## src/design/pfe_pkg.sv

```systemverilog
// ----------------------------------------------------------------------------
// Formatter package
// Shared types, character constants and lookup functions used by the front
// end, the command queue and the emitter of the format engine.
// ----------------------------------------------------------------------------
package pfe_pkg;

  // Field width limit, position limit and buffer size reset value.
  localparam logic [5:0]  MAX_WIDTH   = 6'd63;
  localparam logic [30:0] POS_MAX     = 31'h7FFF_FFFF;
  localparam logic [30:0] BSIZE_RESET = 31'd4096;

  // Configuration port.
  localparam int unsigned CFG_AW          = 3;
  localparam logic        REG_BUFFER_SIZE = 1'b0;

  // Command queue depth.
  localparam int unsigned CQ_DEPTH = 4;
  localparam int unsigned CQ_AW    = $clog2(CQ_DEPTH);

  // Input word opcodes; the last code is unused and ignored by the engine.
  localparam logic [1:0] OP_FMT  = 2'd0;
  localparam logic [1:0] OP_ARG  = 2'd1;
  localparam logic [1:0] OP_STR  = 2'd2;
  localparam logic [1:0] OP_RSVD = 2'd3;

  // Characters.
  localparam logic [7:0] CH_NUL   = 8'h00;
  localparam logic [7:0] CH_SPACE = 8'h20;
  localparam logic [7:0] CH_PCT   = 8'h25;
  localparam logic [7:0] CH_MINUS = 8'h2D;
  localparam logic [7:0] CH_ZERO  = 8'h30;
  localparam logic [7:0] CH_NINE  = 8'h39;
  localparam logic [7:0] CH_LX    = 8'h78;
  localparam logic [7:0] CH_D     = 8'h64;
  localparam logic [7:0] CH_I     = 8'h69;
  localparam logic [7:0] CH_U     = 8'h75;
  localparam logic [7:0] CH_UX    = 8'h58;
  localparam logic [7:0] CH_P     = 8'h70;
  localparam logic [7:0] CH_C     = 8'h63;
  localparam logic [7:0] CH_S     = 8'h73;

  // Body of an emit command.
  typedef enum logic [3:0] {
    B_NONE, B_CHAR, B_PCT2, B_DEC, B_UDEC, B_HEXL, B_HEXU, B_PTR, B_NULL, B_TERM
  } body_t;

  typedef struct packed {
    logic [1:0]  opcode;
    logic [7:0]  data_byte;
    logic [31:0] arg_value;
    logic        arg_null;
  } in_item_t;

  typedef struct packed {
    logic [7:0]  out_char;
    logic [30:0] out_pos;
    logic        stored;
    logic        last;
    logic        finished;
    logic [30:0] total_count;
  } out_item_t;

  // One command per accepted word that produces output.
  typedef struct packed {
    body_t       body;
    logic [31:0] value;
    logic [5:0]  width;
    logic        left;
    logic        zero_fill;
    logic        explicit_pad;
    logic [5:0]  lead_n;
    logic [5:0]  trail_n;
  } cmd_t;

  // Digit value to character.
  function automatic logic [7:0] hex_char(input logic [3:0] d, input logic upper);
    logic [7:0] c;
    if (d < 4'd10) begin
      c = CH_ZERO + {4'd0, d};
    end else if (upper) begin
      c = 8'h37 + {4'd0, d};
    end else begin
      c = 8'h57 + {4'd0, d};
    end
    return c;
  endfunction

  // Text printed for a null string.
  function automatic logic [7:0] null_char(input logic [3:0] i);
    logic [7:0] c;
    case (i)
      4'd0:    c = 8'h28;
      4'd1:    c = 8'h6E;
      4'd2:    c = 8'h75;
      4'd3:    c = 8'h6C;
      4'd4:    c = 8'h6C;
      4'd5:    c = 8'h29;
      default: c = CH_NUL;
    endcase
    return c;
  endfunction

endpackage

```

## src/design/pfe_front.sv

```systemverilog
// ----------------------------------------------------------------------------
// Format parser
// Accepts input words, tracks the format phase, flags and width, and turns
// each word that produces output into one emit command.
// ----------------------------------------------------------------------------
module pfe_front import pfe_pkg::*; (
  input  logic     clk,
  input  logic     rst_n,
  input  logic     in_push,
  output logic     in_full,
  input  in_item_t in_data,
  output logic     q_push,
  output cmd_t     q_wdata,
  input  logic     q_full
);

  typedef enum logic [2:0] {PH_LIT, PH_FLAGS, PH_WIDTH, PH_ARG, PH_STR} phase_t;
  typedef enum logic [2:0] {K_D, K_U, K_LX, K_UX, K_P, K_C, K_S} kind_t;

  phase_t      phase_r, phase_nxt;
  kind_t       kind_r, kind_nxt;
  logic        zero_r, zero_nxt;
  logic        left_r, left_nxt;
  logic [5:0]  width_r, width_nxt;
  logic [31:0] sleft_r, sleft_nxt;
  logic [5:0]  tpad_r, tpad_nxt;

  logic        accept;
  logic [7:0]  c;
  logic [9:0]  wsum;
  logic [5:0]  spad;
  logic [31:0] sl_dec;

  assign in_full = q_full;
  assign accept  = in_push && !q_full;
  assign c       = in_data.data_byte;

  // Width accumulation, times ten plus the new digit.
  assign wsum = ({4'd0, width_r} << 3) + ({4'd0, width_r} << 1) + {6'd0, c[3:0]};

  // Padding for a string of the given length.
  assign spad = ({26'd0, width_r} > in_data.arg_value) ?
                (width_r - in_data.arg_value[5:0]) : 6'd0;

  assign sl_dec = (sleft_r != 32'd0) ? (sleft_r - 32'd1) : sleft_r;

  // Next state and command.
  always_comb begin
    phase_nxt = phase_r;
    kind_nxt  = kind_r;
    zero_nxt  = zero_r;
    left_nxt  = left_r;
    width_nxt = width_r;
    sleft_nxt = sleft_r;
    tpad_nxt  = tpad_r;
    q_push    = 1'b0;
    q_wdata   = '0;
    q_wdata.body      = B_NONE;
    q_wdata.width     = width_r;
    q_wdata.left      = left_r;
    q_wdata.zero_fill = zero_r;
    q_wdata.value     = in_data.arg_value;

    case (in_data.opcode)
      OP_FMT: begin
        if (c == CH_NUL) begin
          if (phase_r == PH_LIT || phase_r == PH_FLAGS || phase_r == PH_WIDTH) begin
            q_push        = 1'b1;
            q_wdata.body  = B_TERM;
            phase_nxt     = PH_LIT;
            kind_nxt      = K_D;
            zero_nxt      = 1'b0;
            left_nxt      = 1'b0;
            width_nxt     = 6'd0;
            sleft_nxt     = 32'd0;
            tpad_nxt      = 6'd0;
          end
        end else if (phase_r == PH_LIT) begin
          if (c == CH_PCT) begin
            phase_nxt = PH_FLAGS;
          end else begin
            q_push        = 1'b1;
            q_wdata.body  = B_CHAR;
            q_wdata.value = {24'd0, c};
            q_wdata.width = 6'd0;
          end
        end else if (phase_r == PH_FLAGS && c == CH_ZERO) begin
          zero_nxt = 1'b1;
        end else if (phase_r == PH_FLAGS && c == CH_MINUS) begin
          left_nxt = 1'b1;
        end else if (phase_r == PH_FLAGS || phase_r == PH_WIDTH) begin
          phase_nxt = PH_WIDTH;
          if (c >= CH_ZERO && c <= CH_NINE) begin
            width_nxt = (wsum > {4'd0, MAX_WIDTH}) ? MAX_WIDTH : wsum[5:0];
          end else begin
            // Conversion character; left alignment cancels zero padding.
            zero_nxt  = zero_r & ~left_r;
            phase_nxt = PH_ARG;
            case (c)
              CH_D, CH_I: kind_nxt = K_D;
              CH_U:       kind_nxt = K_U;
              CH_LX:      kind_nxt = K_LX;
              CH_UX:      kind_nxt = K_UX;
              CH_P:       kind_nxt = K_P;
              CH_C:       kind_nxt = K_C;
              CH_S:       kind_nxt = K_S;
              CH_PCT: begin
                q_push        = 1'b1;
                q_wdata.body  = B_CHAR;
                q_wdata.value = {24'd0, CH_PCT};
                q_wdata.width = 6'd0;
                phase_nxt     = PH_LIT;
                zero_nxt      = 1'b0;
                left_nxt      = 1'b0;
                width_nxt     = 6'd0;
              end
              default: begin
                q_push        = 1'b1;
                q_wdata.body  = B_PCT2;
                q_wdata.value = {24'd0, c};
                q_wdata.width = 6'd0;
                phase_nxt     = PH_LIT;
                zero_nxt      = 1'b0;
                left_nxt      = 1'b0;
                width_nxt     = 6'd0;
              end
            endcase
          end
        end
      end
      OP_ARG: begin
        if (phase_r == PH_ARG) begin
          phase_nxt = PH_LIT;
          zero_nxt  = 1'b0;
          left_nxt  = 1'b0;
          width_nxt = 6'd0;
          q_push    = 1'b1;
          case (kind_r)
            K_D:  q_wdata.body = B_DEC;
            K_U:  q_wdata.body = B_UDEC;
            K_LX: q_wdata.body = B_HEXL;
            K_UX: q_wdata.body = B_HEXU;
            K_P:  q_wdata.body = B_PTR;
            K_C:  q_wdata.body = B_CHAR;
            K_S: begin
              if (in_data.arg_null) begin
                q_wdata.body = B_NULL;
              end else begin
                q_wdata.body         = B_NONE;
                q_wdata.explicit_pad = 1'b1;
                q_wdata.lead_n       = left_r ? 6'd0 : spad;
                if (in_data.arg_value == 32'd0) begin
                  q_wdata.trail_n = left_r ? spad : 6'd0;
                  q_push          = (spad != 6'd0);
                end else begin
                  q_push    = (!left_r && spad != 6'd0);
                  sleft_nxt = in_data.arg_value;
                  tpad_nxt  = left_r ? spad : 6'd0;
                  phase_nxt = PH_STR;
                  zero_nxt  = zero_r;
                  left_nxt  = left_r;
                  width_nxt = width_r;
                end
              end
            end
            default: q_push = 1'b0;
          endcase
        end
      end
      OP_STR: begin
        if (phase_r == PH_STR) begin
          q_push               = 1'b1;
          q_wdata.body         = B_CHAR;
          q_wdata.value        = {24'd0, c};
          q_wdata.explicit_pad = 1'b1;
          sleft_nxt            = sl_dec;
          if (sl_dec == 32'd0) begin
            q_wdata.trail_n = tpad_r;
            tpad_nxt        = 6'd0;
            phase_nxt       = PH_LIT;
            zero_nxt        = 1'b0;
            left_nxt        = 1'b0;
            width_nxt       = 6'd0;
          end
        end
      end
      default: q_push = 1'b0;
    endcase

    if (!accept) begin
      q_push = 1'b0;
    end
  end

  // State registers.
  always_ff @(posedge clk) begin
    if (!rst_n) begin
      phase_r <= PH_LIT;
      kind_r  <= K_D;
      zero_r  <= 1'b0;
      left_r  <= 1'b0;
      width_r <= 6'd0;
      sleft_r <= 32'd0;
      tpad_r  <= 6'd0;
    end else if (accept) begin
      phase_r <= phase_nxt;
      kind_r  <= kind_nxt;
      zero_r  <= zero_nxt;
      left_r  <= left_nxt;
      width_r <= width_nxt;
      sleft_r <= sleft_nxt;
      tpad_r  <= tpad_nxt;
    end
  end

endmodule

```

## config.mk

```make
export PLATFORM = sky130hd
export DESIGN_NAME = pfe_front
export DESIGN_NICKNAME = d
export VERILOG_FILES = /design/src/design/pfe_pkg.sv /design/src/design/pfe_front.sv
export SDC_FILE = /design/constraint.sdc
export NUM_CORES = 1
export LEC_CHECK = 0
export BUFFER_PORTS_ARGS = -buffer_cell sky130_fd_sc_hd__buf_2
export CAP_MARGIN = 25
export CORE_AREA = 2 2 100 102
export CTS_CLUSTER_DIAMETER = 200
export DETAILED_ROUTE_END_ITERATION = 10
export DIE_AREA = 0 0 102 104
export PLACE_DENSITY = 0.88
export SLEW_MARGIN = 0
export SYNTH_ARGS = -nofsm -noshare
export SYNTH_HDL_FRONTEND = slang
export SYNTH_SLANG_ARGS = --single-unit
```

## constraint.sdc

```tcl
create_clock -name clk -period 4.9 [get_ports clk]
set_clock_uncertainty 0.1 [all_clocks]
set_input_delay 1.225 -clock clk [delete_from_list [all_inputs] [get_ports clk]]
set_output_delay 1.225 -clock clk [all_outputs]
set_load 0.01 [all_outputs]
```

==> results.toml <==
[outcome]
outcome = "finished, violations left"
violations = "setup timing"

[global_routing]
grt_use_total_pct = 36.8
antenna_found_initial = 0
grt_max_degree = 36
grt_pass1_wl_mm = 31.4
grt_overflow = 0
first_global_vias = 6219

[floorplan]
start_util_pct = 55.7
core_area_um2 = 9550
die_h_um = 104
die_area_um2 = 10600
rows = 36
io_pins = 106
dieWidth_um = 102

[drt]
drtIter0Drc = 652
routed_wl_mm = 20.2
drc = 0
routed_via_density = 6.41
ant_nets = 0
wl_per_cell_um = 19.0
vias = 6811
first_pass_iters = 8

[hold_path]
min_from = "tpad_r[5]$_SDFFE_PN0P_"
hold_class = "flip-flop to flip-flop"

[yosys]
synth_simple_gate_area_share_pct = 36.9
ys_ff_latch = 52
synthAdderAreaFrac_pct = 6.30
synth_cells = 780
yosysWarningCount = 0
synthArstFlopShare_pct = 0
synth_area_um2 = 5320
seq_area_frac_synth_pct = 19.6
yosysTopAreaCellShare_pct = 19.6
synth_top_area_cell = "dfxtp_1"
synth_top_family_by_area = "simple AND/OR/NAND/NOR gates"
syn_avg_cell_area_um2 = 6.82
ys.flop_type = "dfxtp_1"
synthMuxAreaShare_pct = 0.988
synth-edff-count = 0
synth_cell_types = 73
yosys-top-cells-area = "dfxtp_1 (20%), nor2_1 (7.3%), nand2_1 (6.3%)"
synth_compound_area_share_pct = 26.9
syn_nets = 852
synth_xor_area_share_pct = 3.46

[critical_path]
cp_max_fo = 12
crit_type = "flip-flop to primary output"
critPathRequiredTime_ns = 3.58
path_cells = "or4_4 -> or4_4 -> nor3_4 -> buf_6 -> buf_4 -> buf_4 -> o22ai_1 -> nor2_1 -> o2111ai_2 -> nor3_2 -> buf_4 -> a32o_1 -> buf_2"
slowest_stage = "or4_4"
crit_path_start_kind = "flip-flop"
crit_top_cell = "buf_4"
slowest_delay_ns = 0.58
r2r-start = "sleft_r[15]$_SDFFE_PN0P_"
cp-end-kind = "primary output"
crit_start = "sleft_r[15]$_SDFFE_PN0P_"
cp.arrival_ns = 3.60

[sta]
post-route-period-util_pct = 100
finalHoldViolCount = 0
finalSetupViolCount = 1
min_period_ns = 4.92
setup_tns_ns = -0.0244
rsz0062_at_grt = "true"
max_freq_ghz = 0.203
max-slew-margin-rel_pct = 40.8
fin_ws_ns = -0.0244
worstMarginPinSlew_ns = 0.884
slew_viol_final = 0

[flow_run]
max_cap_violations = 0

[clock_tree]
cts_tree = "done"
cts_made_buffers = 5
root_buffer = "clkbuf_8"
htreeDepth = 2
clock_latency_ns = 0.32
cts_sinks = 52
clkTransAtPathRegs_ns = 0.10
cts_buffer_depth = 2
ctsHoldBuffers = 0

[pwr]
p_leak_nw = 3.06
powerDensity_nw_per_um2 = 183
ir_worst_vdd_uv = 101
finalPower_w = 0.00126

[place]
place_hpwl_mm = 15.3
gp_congestion = 1.05
port_buffers = 105
dp_slack_ns = -0.160

[layout]
antennaDiodeCount = 0
multi_input_area_um2 = 4200
utilization_pct = 71.9
drive_gt1_share_pct = 28.3
final_nets = 1002
syn_to_final_growth_pct = 29.1
register_area_um2 = 1050
fillCellCount = 835
metrics by stage:
step | cells | hold slack (ns) | area [µm²]
4_1_cts | 1056 | 0.378 | 6660
5_1_grt | 1063 | 0.396 | 6870
2_1_floorplan | 780 | 0.338 | 5320
3_5_place_dp | 1046 | 0.355 | 6380
3_3_place_gp | 1046 | 0.345 | 6380
6_report | 1063 | 0.381 | 6870
layout make-up:
class,instances,area share (%)
Clock buffer,5,1.00
Clock inverter,2,0.874
Inverter,29,1.62
Timing Repair Buffer,191,17.6
Sequential cell,52,15.3
Multi-Input combinational cell,651,61.2
Tap cell,133,2.42
flip-flops by register name (all words and copies together) (netlist names):
name and flops:
sleft_r 32, zero_r 1, tpad_r 6, width_r 6, phase_r 3, left_r 1, kind_r 3
layout by cell type, fill, tap and decap left out, types with 4 or more instances in the layout:
| master | instances |
|---|---|
| nand2_1 | 89 |
| or4_4 | 5 |
| nand3_1 | 22 |
| dfxtp_1 | 44 |
| nor2_1 | 100 |
| a21o_1 | 4 |
| or2_2 | 5 |
| dfxtp_2 | 7 |
| inv_1 | 27 |
| and2_1 | 27 |
| nor4_1 | 21 |
| o211ai_1 | 5 |
| nor3_1 | 20 |
| a31oi_1 | 6 |
| buf_6 | 6 |
| nor3b_1 | 4 |
| o21ai_0 | 49 |
| ha_1 | 20 |
| clkbuf_8 | 5 |
| a2bb2o_1 | 6 |
| nand4_1 | 13 |
| or3_1 | 10 |
| nand4b_1 | 4 |
| xnor2_1 | 10 |
| a221o_1 | 4 |
| a22oi_1 | 22 |
| nor2b_1 | 11 |
| a21oi_1 | 57 |
| nand3b_1 | 5 |
| buf_4 | 82 |
| or4_1 | 8 |
| a32o_1 | 9 |
| xor2_1 | 10 |
| nand2b_1 | 9 |
| buf_2 | 102 |
| o22ai_1 | 5 |
synth_stat cells, types with 5 or more instances:
cell	count
nand2b_1	9
nand4_1	13
dfxtp_1	52
xor2_1	10
a2bb2o_1	6
and2_1	27
nor4_1	24
inv_1	29
nor2b_1	11
a32o_1	11
ha_1	22
nand3_1	24
a21oi_1	58
clkbuf_1	38
o22ai_1	5
nor2_1	104
or4_1	11
or2_2	7
nand2_1	90
xnor2_1	11
o21ai_0	51
nor3b_1	5
a31oi_1	7
nand3b_1	5
a22oi_1	22
nor3_1	22
o211ai_1	5
or3_1	12
worst paths after layout:
path | end | slack (ns) | cells after the start
min | tpad_r[5]$_SDFFE_PN0P_ | 0.38 | 1
max reg2reg | width_r[2]$_SDFFE_PN0P_ | 0.88 | 12
min reg2reg | tpad_r[5]$_SDFFE_PN0P_ | 0.38 | 1
max | q_wdata[2] | -0.02 | 13
power breakdown:
part / leakage (nW) / internal [W] / total [W] / switching, W
Clock: 0.0642 / 0.000201 / 0.000359 / 0.000158
Sequential: 0.423 / 0.000424 / 0.000427 / 0.00000278
Combinational: 2.58 / 0.000206 / 0.000472 / 0.000266
Total: 3.06 / 0.000831 / 0.00126 / 0.000427
layer usage:
metal	routed length (µm)	global-route usage [%]	share of wire, %	up-vias
li1	-	-	-	3156
met3	2010	5.31	9.9	109
met2	9690	61.6	48	463
met1	7480	45.9	37	3083
met4	1070	17.1	5.3	0
met5	0	0	0	-
cells by family after synthesis:
| group | after synthesis |
|---|---|
| muxes | 5 |
| and+or+nand+nor | 384 |
| AOI/OAI and AO/OA | 216 |
| DFF | 52 |
| buffers and inverters | 77 |
| xor gates and xnor gates | 21 |
| adders and majority gates | 25 |
critical path, delay by kind of cell (launching register included):
| family | cells | cell delay, ns |
|---|---|---|
| DFF | 1 | 0.34 |
| buffers and inverters | 5 | 0.77 |
| AOI/OAI and AO/OA | 3 | 0.47 |
| and+or+nand+nor | 5 | 1.68 |
timing repair:
item	in CTS	in global routing
pin swaps	12	20
hold endpoints to repair	0	0
setup endpoints to repair	7	31
buffers inserted	3	7
gates resized for setup	28	41
No activity file was read; power rests on OpenSTA's default activity.
