## config.mk

```make
export PLATFORM = sky130hd
export DESIGN_NAME = pfe_cmdq
export DESIGN_NICKNAME = d
export VERILOG_FILES = /design/src/design/pfe_pkg.sv /design/src/design/pfe_cmdq.sv
export SDC_FILE = /design/constraint.sdc
export NUM_CORES = 1
export LEC_CHECK = 0
export ABC_AREA = 1
export BUFFER_PORTS_ARGS = -buffer_cell sky130_fd_sc_hd__buf_2
export CORE_AREA = 2 2 133 135
export CTS_CLUSTER_SIZE = 20
export DETAILED_ROUTE_END_ITERATION = 12
export DIE_AREA = 0 0 135 137
export PLACE_DENSITY = 0.83
export SLEW_MARGIN = 5
export SYNTH_ARGS = -nofsm -noshare
export SYNTH_HDL_FRONTEND = slang
export SYNTH_SLANG_ARGS = --single-unit
```

## constraint.sdc

```tcl
create_clock -name clk -period 6.2 [get_ports clk]
set_input_delay 0.31 -clock clk [delete_from_list [all_inputs] [get_ports clk]]
set_output_delay 0.31 -clock clk [all_outputs]
set_load 0.02 [all_outputs]
```

## src/design/pfe_pkg.sv

```systemverilog
// ----------------------------------------------------------------------------
// Formatter package
// Shared types, character constants and lookup functions used by the front
// end, the command queue and the emitter of the format engine.
// ----------------------------------------------------------------------------
package pfe_pkg;

  // Field width limit, position limit and buffer size reset value.
  localparam logic [5:0]  MAX_WIDTH   = 6'd63;
  localparam logic [30:0] POS_MAX     = 31'h7FFF_FFFF;
  localparam logic [30:0] BSIZE_RESET = 31'd4096;

  // Configuration port.
  localparam int unsigned CFG_AW          = 3;
  localparam logic        REG_BUFFER_SIZE = 1'b0;

  // Command queue depth.
  localparam int unsigned CQ_DEPTH = 4;
  localparam int unsigned CQ_AW    = $clog2(CQ_DEPTH);

  // Input word opcodes; the last code is unused and ignored by the engine.
  localparam logic [1:0] OP_FMT  = 2'd0;
  localparam logic [1:0] OP_ARG  = 2'd1;
  localparam logic [1:0] OP_STR  = 2'd2;
  localparam logic [1:0] OP_RSVD = 2'd3;

  // Characters.
  localparam logic [7:0] CH_NUL   = 8'h00;
  localparam logic [7:0] CH_SPACE = 8'h20;
  localparam logic [7:0] CH_PCT   = 8'h25;
  localparam logic [7:0] CH_MINUS = 8'h2D;
  localparam logic [7:0] CH_ZERO  = 8'h30;
  localparam logic [7:0] CH_NINE  = 8'h39;
  localparam logic [7:0] CH_LX    = 8'h78;
  localparam logic [7:0] CH_D     = 8'h64;
  localparam logic [7:0] CH_I     = 8'h69;
  localparam logic [7:0] CH_U     = 8'h75;
  localparam logic [7:0] CH_UX    = 8'h58;
  localparam logic [7:0] CH_P     = 8'h70;
  localparam logic [7:0] CH_C     = 8'h63;
  localparam logic [7:0] CH_S     = 8'h73;

  // Body of an emit command.
  typedef enum logic [3:0] {
    B_NONE, B_CHAR, B_PCT2, B_DEC, B_UDEC, B_HEXL, B_HEXU, B_PTR, B_NULL, B_TERM
  } body_t;

  typedef struct packed {
    logic [1:0]  opcode;
    logic [7:0]  data_byte;
    logic [31:0] arg_value;
    logic        arg_null;
  } in_item_t;

  typedef struct packed {
    logic [7:0]  out_char;
    logic [30:0] out_pos;
    logic        stored;
    logic        last;
    logic        finished;
    logic [30:0] total_count;
  } out_item_t;

  // One command per accepted word that produces output.
  typedef struct packed {
    body_t       body;
    logic [31:0] value;
    logic [5:0]  width;
    logic        left;
    logic        zero_fill;
    logic        explicit_pad;
    logic [5:0]  lead_n;
    logic [5:0]  trail_n;
  } cmd_t;

  // Digit value to character.
  function automatic logic [7:0] hex_char(input logic [3:0] d, input logic upper);
    logic [7:0] c;
    if (d < 4'd10) begin
      c = CH_ZERO + {4'd0, d};
    end else if (upper) begin
      c = 8'h37 + {4'd0, d};
    end else begin
      c = 8'h57 + {4'd0, d};
    end
    return c;
  endfunction

  // Text printed for a null string.
  function automatic logic [7:0] null_char(input logic [3:0] i);
    logic [7:0] c;
    case (i)
      4'd0:    c = 8'h28;
      4'd1:    c = 8'h6E;
      4'd2:    c = 8'h75;
      4'd3:    c = 8'h6C;
      4'd4:    c = 8'h6C;
      4'd5:    c = 8'h29;
      default: c = CH_NUL;
    endcase
    return c;
  endfunction

endpackage

```

## src/design/pfe_cmdq.sv

```systemverilog
// ----------------------------------------------------------------------------
// Command queue
// Short first-in first-out buffer of emit commands between the parser and
// the emitter.
// ----------------------------------------------------------------------------
module pfe_cmdq import pfe_pkg::*; (
  input  logic clk,
  input  logic rst_n,
  input  logic push,
  input  cmd_t wdata,
  output logic full,
  input  logic pop,
  output cmd_t rdata,
  output logic empty
);

  cmd_t             mem_r [CQ_DEPTH];
  logic [CQ_AW-1:0] wp_r, wp_nxt;
  logic [CQ_AW-1:0] rp_r, rp_nxt;
  logic [CQ_AW:0]   cnt_r, cnt_nxt;
  logic             do_push, do_pop;

  assign full    = (cnt_r == CQ_AW'(0) + (CQ_AW+1)'(CQ_DEPTH));
  assign empty   = (cnt_r == '0);
  assign do_push = push && !full;
  assign do_pop  = pop && !empty;
  assign rdata   = mem_r[rp_r];

  // Pointer and fill count.
  always_comb begin
    wp_nxt  = do_push ? wp_r + CQ_AW'(1) : wp_r;
    rp_nxt  = do_pop  ? rp_r + CQ_AW'(1) : rp_r;
    cnt_nxt = cnt_r + (CQ_AW+1)'(do_push) - (CQ_AW+1)'(do_pop);
  end

  always_ff @(posedge clk) begin
    if (!rst_n) begin
      wp_r  <= '0;
      rp_r  <= '0;
      cnt_r <= '0;
    end else begin
      wp_r  <= wp_nxt;
      rp_r  <= rp_nxt;
      cnt_r <= cnt_nxt;
    end
  end

  // Storage.
  always_ff @(posedge clk) begin
    if (do_push) begin
      mem_r[wp_r] <= wdata;
    end
  end

  a_cnt_bound: assert property (@(posedge clk) disable iff (!rst_n)
    cnt_r <= (CQ_AW+1)'(CQ_DEPTH))
    else $error("command queue overfilled");
  a_cnt_step: assert property (@(posedge clk) disable iff (!rst_n)
    (do_push && !do_pop) |=> (cnt_r == $past(cnt_r) + (CQ_AW+1)'(1)))
    else $error("queue count did not follow a push");
  a_empty_pop: assert property (@(posedge clk) disable iff (!rst_n)
    empty |-> !do_pop)
    else $error("pop from empty queue");

endmodule

```

==> metrics.csv, run 1 <==
stage,metric,value,unit
floorplanning,Die Y,137,um
clock_tree,Clk Tree Root Cell,clkbuf_16,
sta,Achievable Freq,324,MHz
detailed_routing,DRC violations left,0,
detailed_routing,Routed Antenna Nets,0,
detailed_routing,Vias/cell,5.53,
synth,top cell type's share of synthesized area,76.8,%
clock_tree,H-tree depth,1,
sta,worst slew margin relative to its limit,26.5,%
worst_setup_path,Worst Setup Start Kind,flop,
worst_setup_path,CP max stage delay,0.83,ns
synth,most frequent cells after synthesis,"228 x edfxtp_1, 126 x nor2_1, 106 x o21ai_0",
detailed_routing,total wire length,17900,um
worst_setup_path,FF-to-FF Start,cnt_r[1],
detailed_routing,DR vias,5405,
floorplanning,Rows,48,
synth,number of synthesized flops with an enable pin,228,
job,max_cap viols,0,
final_layout,final net count,803,
synth,synthesized flop and latch total,237,
clock_tree,Num CTS Buffers,24,
sta,post-layout minimum cycle time,3.08,ns
clock_tree,hold_buf cts,0,
min_path,Hold Path Class,in -> reg,
synth,most frequent cell after synthesis,edfxtp_1,
worst_setup_path,critical path buffer and inverter count,3,
global_routing,All-Layer GR Usage,19.0,%
global_routing,largest net degree at the start of global routing,115,
floorplanning,Die W,135,um
power,power per cell area,430,mW/mm^2
floorplanning,IO Pins,120,
sta,setup_tns,0,ns
worst_setup_path,crit path to,rdata[30],
run_status,status,"complete, no violations",
place,gpl congestion,0.708,
worst_setup_path,R2R Setup Slk,3.66,ns
power,Static Leakage,3.71,nW
floorplanning,Die ar.,0.0185,mm^2
synth,Synth Instances,619,
final_layout,cell area after layout,0.0104,mm^2
final_layout,ratio of cells with drive above 1 in the final layout,22.0,%
global_routing,gr ovfl total,0,
clock_tree,Worst-Skew Late Latency,0.50,ns
place,Final HPWL DP,9840,um
place,IO buf count,119,
final_layout,Area Overhead vs Synth,17.0,%
clock_tree,Worst-path clk slew,0.06,ns
worst_setup_path,CP endpoint kind,primary output,
worst_setup_path,CP max FO,58,
synth,Mapped Avg Cell Area,14.4,um^2
clock_tree,clock buffer depth,3,
synth,Synth area leaders,"edfxtp_1 77%, o21ai_0 5.9%, nor2_1 5.3%",
synth,Yosys Warn Count,0,
sta,period utilization,49.7,%
floorplanning,starting density of the core,52.3,%
worst_setup_path,CP cell instances,"buf_4, inv_2, o21ai_0, o22ai_1, buf_2",
synth,post-synth top area cell,edfxtp_1,
sta,worst slew pin tran,1.10,ns
global_routing,first-pass GRT wire length,27100,um
synth,synthesized area,0.00892,mm^2
global_routing,initial antenna violation count,2,
worst_setup_path,worst r2r path cells,5,
sta,max-slew violation count,0,
detailed_routing,1st-iter DRT viols,438,
sta,Final Hold Fails,0,
worst_setup_path,Worst R2R End,mem_r[3][54],
synth,"Async S/R FF share, synth",0,%
synth,predominant post-synthesis flop cell,edfxtp_1,
clock_tree,CTS tree,built,
place,placed instance area,0.00966,mm^2
worst_setup_path,cell count along the critical path,5,
synth,syn_nets,687,
floorplanning,core footprint,0.0171,mm^2
worst_setup_path,Worst Path Required,5.89,ns
detailed_routing,drt pass-1 iters,4,
worst_setup_path,Crit-path slowest cell,inv_2,
clock_tree,post-CTS resize count,0,
worst_setup_path,CP top delay family,buffers and inverters,
sta,RSZ-0062 raised after global routing,no,
sta,final setup vio count,0,
synth,synth unique cells,17,
worst_setup_path,CP Class,reg -> out,
detailed_routing,wire length per cell,18.3,um
clock_tree,Post-CTS Setup Bufs,0,
synth,sequential fraction of the synthesis area,78.8,%
power,Peak VDD IR,0.411,mV
worst_setup_path,critical path data arrival time,2.77,ns
clock_tree,Clock Sinks,237,
sta,Worst Skew,0.00851,ns
global_routing,number of global-route vias before repair,5339,
## flip-flops by register name, indices dropped and copies added (netlist names), named ones only
name / flops
mem_r: 228
rp_r: 2
wp_r: 2
cnt_r: 3
## kinds of logic after synthesis
kind of cell             after synthesis  share of synthesized area (%)
AO/OA/AOI/OAI                        176                           10.7
adder cells (fa/ha/maj)                7                           1.07
buffers and inverters                 55                           3.35
flip-flops                           237                           78.8
AND/OR/NAND/NOR                      144                           6.12
## through the flow
stage               cells  worst slack, ns  utilization (%)  hold WS (ns)  power (mW)
floorplan             619             2.69                -         0.403        2.77
global placement      934             3.66             56.6         0.467        3.08
detailed placement    934             3.63             56.6         0.482        3.11
CTS                   976             3.08             61.1       0.00256        4.52
global route          976             2.87             61.1       0.00355        4.67
finish                977             3.12             61.2        0.0232        4.48
## cell usage in the layout (no fill, tap or decap)
| master | synthesis | layout |
|---|---|---|
| inv_2 | 2 | 1 |
| ha_1 | 6 | 6 |
| nor2_4 | 0 | 4 |
| dfxtp_4 | 0 | 1 |
| o22ai_1 | 57 | 57 |
| diode_2 | 0 | 1 |
| nor2_1 | 126 | 122 |
| clkbuf_16 | 0 | 25 |
| o21ai_0 | 106 | 106 |
| clkinv_2 | 0 | 4 |
| a21oi_1 | 5 | 5 |
| edfxtp_1 | 228 | 228 |
| dfxtp_1 | 9 | 7 |
| clkinv_1 | 0 | 4 |
| inv_1 | 17 | 17 |
| o21ai_1 | 8 | 8 |
| nand2_1 | 14 | 14 |
| buf_2 | 5 | 119 |
| buf_4 | 7 | 7 |
| dfxtp_2 | 0 | 1 |
| bufinv_16 | 0 | 3 |
| fa_1 | 1 | 1 |
| nand3_1 | 4 | 4 |
| clkbuf_1 | 16 | 7 |
## worst min-delay path by stage
stage | from | to | cells past startpoint
2_1_floorplan | rst_n | cnt_r[1] | 2
3_3_place_gp | rp_r[0] | rp_r[0] | 2
6_report | wdata[9] | mem_r[3][9] | 1
4_1_cts | wdata[9] | mem_r[0][9] | 1
5_1_grt | wdata[9] | mem_r[1][9] | 1
3_5_place_dp | rp_r[0] | rp_r[0] | 2
## power breakdown
group          switching (mW)  total [mW]  internal, mW
Sequential             0.0426        2.00          1.95
Clock                   0.552        1.41         0.858
Combinational           0.776        1.08         0.300
Total                    1.37        4.48          3.11
## routing by layer
metal	routed length (um)	global-route usage (%)	up-vias	part of all wire, %
li1	-	-	2533	-
met1	7320	23.8	2674	41
met2	9100	33.8	162	51
met3	1070	3.48	34	6.0
met4	386	6.13	2	2.2
met5	13	0	-	0.073
## final cells by class
type,instances,area [um^2]
Antenna cell,1,2.50
Clock buffer,32,652
Clock inverter,10,120
Fill cell,1290,6630
Inverter,19,72.6
Multi-Input combinational cell,327,1620
Sequential cell,237,7030
Tap cell,225,282
Timing Repair Buffer,126,648
(Power assumes the default switching activity.)
==> inputs of run 2 (changes only) <==
--- a/config.mk
+++ b/config.mk
@@ -7,10 +7,10 @@
 export LEC_CHECK = 0
 export ABC_AREA = 1
 export BUFFER_PORTS_ARGS = -buffer_cell sky130_fd_sc_hd__buf_2
-export CORE_AREA = 2 2 133 135
+export CORE_AREA = 2 2 136 138
 export CTS_CLUSTER_SIZE = 20
 export DETAILED_ROUTE_END_ITERATION = 12
-export DIE_AREA = 0 0 135 137
+export DIE_AREA = 0 0 138 140
 export PLACE_DENSITY = 0.83
 export SLEW_MARGIN = 5
 export SYNTH_ARGS = -nofsm -noshare
==> constraint.sdc (replaced) <==
create_clock -name clk -period 2.62 [get_ports clk]
set_input_delay 0.131 -clock clk [delete_from_list [all_inputs] [get_ports clk]]
set_output_delay 0.131 -clock clk [all_outputs]
set_load 0.02 [all_outputs]
==> run 2 against run 1 <==
Final cell count up 7.7%; wire length is 5.4% higher; first-iteration DRC count rose by 2.1%; sequential share of layout area shrank 4.6 points; clock power rose by 140%; sequential power rose by 140%; power rose by 140%; clock skew rose by 0.0060 ns; count of clock-buffer cells in the layout fell by 5; highest routed layer is now met4.
==> metrics.csv, run 2 (synthesis results as in run 1) <==
stage,metric,value,unit
run_status,status,"complete, no violations",
final_layout,ratio of cells with drive above 1 in the final layout,21.7,%
worst_setup_path,CP max FO,38,
final_layout,fin util,63.0,%
worst_setup_path,CP max stage delay,0.61,ns
final_layout,"commonest cells after routing, fill and taps aside","228 x edfxtp_1, 122 x nor2_1, 119 x buf_2",
sta,final setup vio count,0,
power,Static Leakage,4.03,nW
global_routing,All-Layer GR Usage,19.1,%
worst_setup_path,CP Class,reg -> out,
sta,worst slew pin tran,0.574,ns
worst_setup_path,critical path data arrival time,2.29,ns
sta,max-slew violation count,0,
clock_tree,clock buffer depth,3,
detailed_routing,Routed Antenna Nets,0,
power,power per cell area,964,mW/mm^2
place,gpl congestion,0.748,
worst_setup_path,Crit-path slowest cell,dfxtp_2,
place,Setup Slack @ Placement,0.468,ns
final_layout,Area Overhead vs Synth,25.6,%
final_layout,final net count,871,
final_layout,"commonest non-fill, non-tap cell in the layout",edfxtp_1,
global_routing,gr ovfl total,0,
global_routing,largest net degree at the start of global routing,115,
detailed_routing,1st-iter DRT viols,447,
sta,worst slew margin relative to its limit,61.6,%
sta,Achievable Freq,413,MHz
sta,worst setup margin,0.201,ns
job,max_cap viols,0,
clock_tree,Worst-Skew Late Latency,0.50,ns
floorplanning,Rows,49,
detailed_routing,DR vias,5670,
clock_tree,Num CTS Buffers,24,
clock_tree,Post-CTS Setup Bufs,0,
detailed_routing,wire length per cell,17.9,um
worst_setup_path,CP cell instances,"buf_4, o21ai_0, o22ai_1, buf_2",
worst_setup_path,Worst Path Required,2.49,ns
sta,period utilization,92.3,%
place,Final HPWL DP,10900,um
sta,worst hold slack,0.380,ns
final_layout,top flop regs,"mem_r x228, cnt_r x3",
floorplanning,Die Y,140,um
detailed_routing,drt pass-1 iters,5,
clock_tree,Clk Tree Root Cell,clkbuf_16,
worst_setup_path,CP endpoint kind,primary output,
final_layout,Top reg by flops,mem_r,
detailed_routing,DRC violations left,0,
floorplanning,Die ar.,0.0193,mm^2
global_routing,initial antenna violation count,4,
clock_tree,H-tree depth,1,
worst_setup_path,critical path buffer and inverter count,2,
sta,Worst Skew,0.0145,ns
clock_tree,Worst-path clk slew,0.06,ns
worst_setup_path,CP top delay family,buffers and inverters,
floorplanning,starting density of the core,50.2,%
power,Peak VDD IR,0.873,mV
sta,Final Hold Fails,0,
sta,setup_tns,0,ns
global_routing,first-pass GRT wire length,29600,um
clock_tree,CTS tree,built,
detailed_routing,Vias/cell,5.39,
place,IO buf count,119,
clock_tree,Clock Sinks,237,
detailed_routing,total wire length,18900,um
global_routing,number of global-route vias before repair,5743,
worst_setup_path,Worst Setup Start Kind,flop,
floorplanning,core footprint,0.0178,mm^2
sta,RSZ-0062 raised after global routing,no,
final_layout,max reg flops,228,
worst_setup_path,R2R Setup Slk,0.45,ns
sta,post-layout minimum cycle time,2.42,ns
floorplanning,IO Pins,120,
floorplanning,Die W,138,um
min_path,Hold Path Class,in -> reg,
==> run 2: worst register-to-register path: stages, from the launching register on <==
cell and delay (ns):
dfxtp_1 0.35, nor2_1 0.07, nand2_1 0.16, nand2_1 0.30
ha_1 0.39, inv_1 0.04, ha_1 0.18, fa_1 0.38
a21oi_1 0.13, nor2_1 0.06
==> run 2: through the flow <==
| step | power [mW] | instance area [um^2] | cells |
|---|---|---|---|
| 2_1_floorplan | 6.57 | 8920 | 619 |
| 3_3_place_gp | 7.35 | 9800 | 946 |
| 3_5_place_dp | 7.44 | 9800 | 946 |
| 4_1_cts | 10.9 | 11200 | 1049 |
| 5_1_grt | 11.3 | 11200 | 1051 |
| 6_report | 10.8 | 11200 | 1052 |
==> run 2: final timing paths <==
check,to,startpoint,depth (start not counted)
setup reg to reg,cnt_r[2],cnt_r[1],9
hold reg to reg,rp_r[0],rp_r[0],2
setup / recovery,rdata[9],flop,4
hold / removal,mem_r[0][16],wdata[16],2
==> run 2: timing repair <==
action	in CTS	in global routing
endpoints found under the hold margin	237	0
gates resized for setup	0	0
hold buffers	60	0
==> run 2: routing by layer <==
layer | share of wire [%] | GRT usage [%] | vias up
li1 | - | - | 2677
met1 | 41 | 25.1 | 2779
met2 | 50 | 33.5 | 193
met3 | 7.3 | 3.62 | 21
met4 | 1.3 | 4.35 | 0
met5 | 0 | 0 | -
==> run 2: area by class of cell <==
type                    count  area (um^2)
clock inverters            16          160
inverters                  19         72.6
clock buffers              27          633
diodes                      3         7.51
well taps                 229          287
multi-input cells         327         1620
flip-flops and latches    237         7030
repair buffers            194         1380
fillers                  1289         6580
==> run 2: report_power, final <==
| part | switching [mW] | internal (mW) | leakage, nW |
|---|---|---|---|
| registers | 0.168 | 4.62 | 2.16 |
| clock network | 1.34 | 2.03 | 0.381 |
| logic | 1.82 | 0.823 | 1.48 |
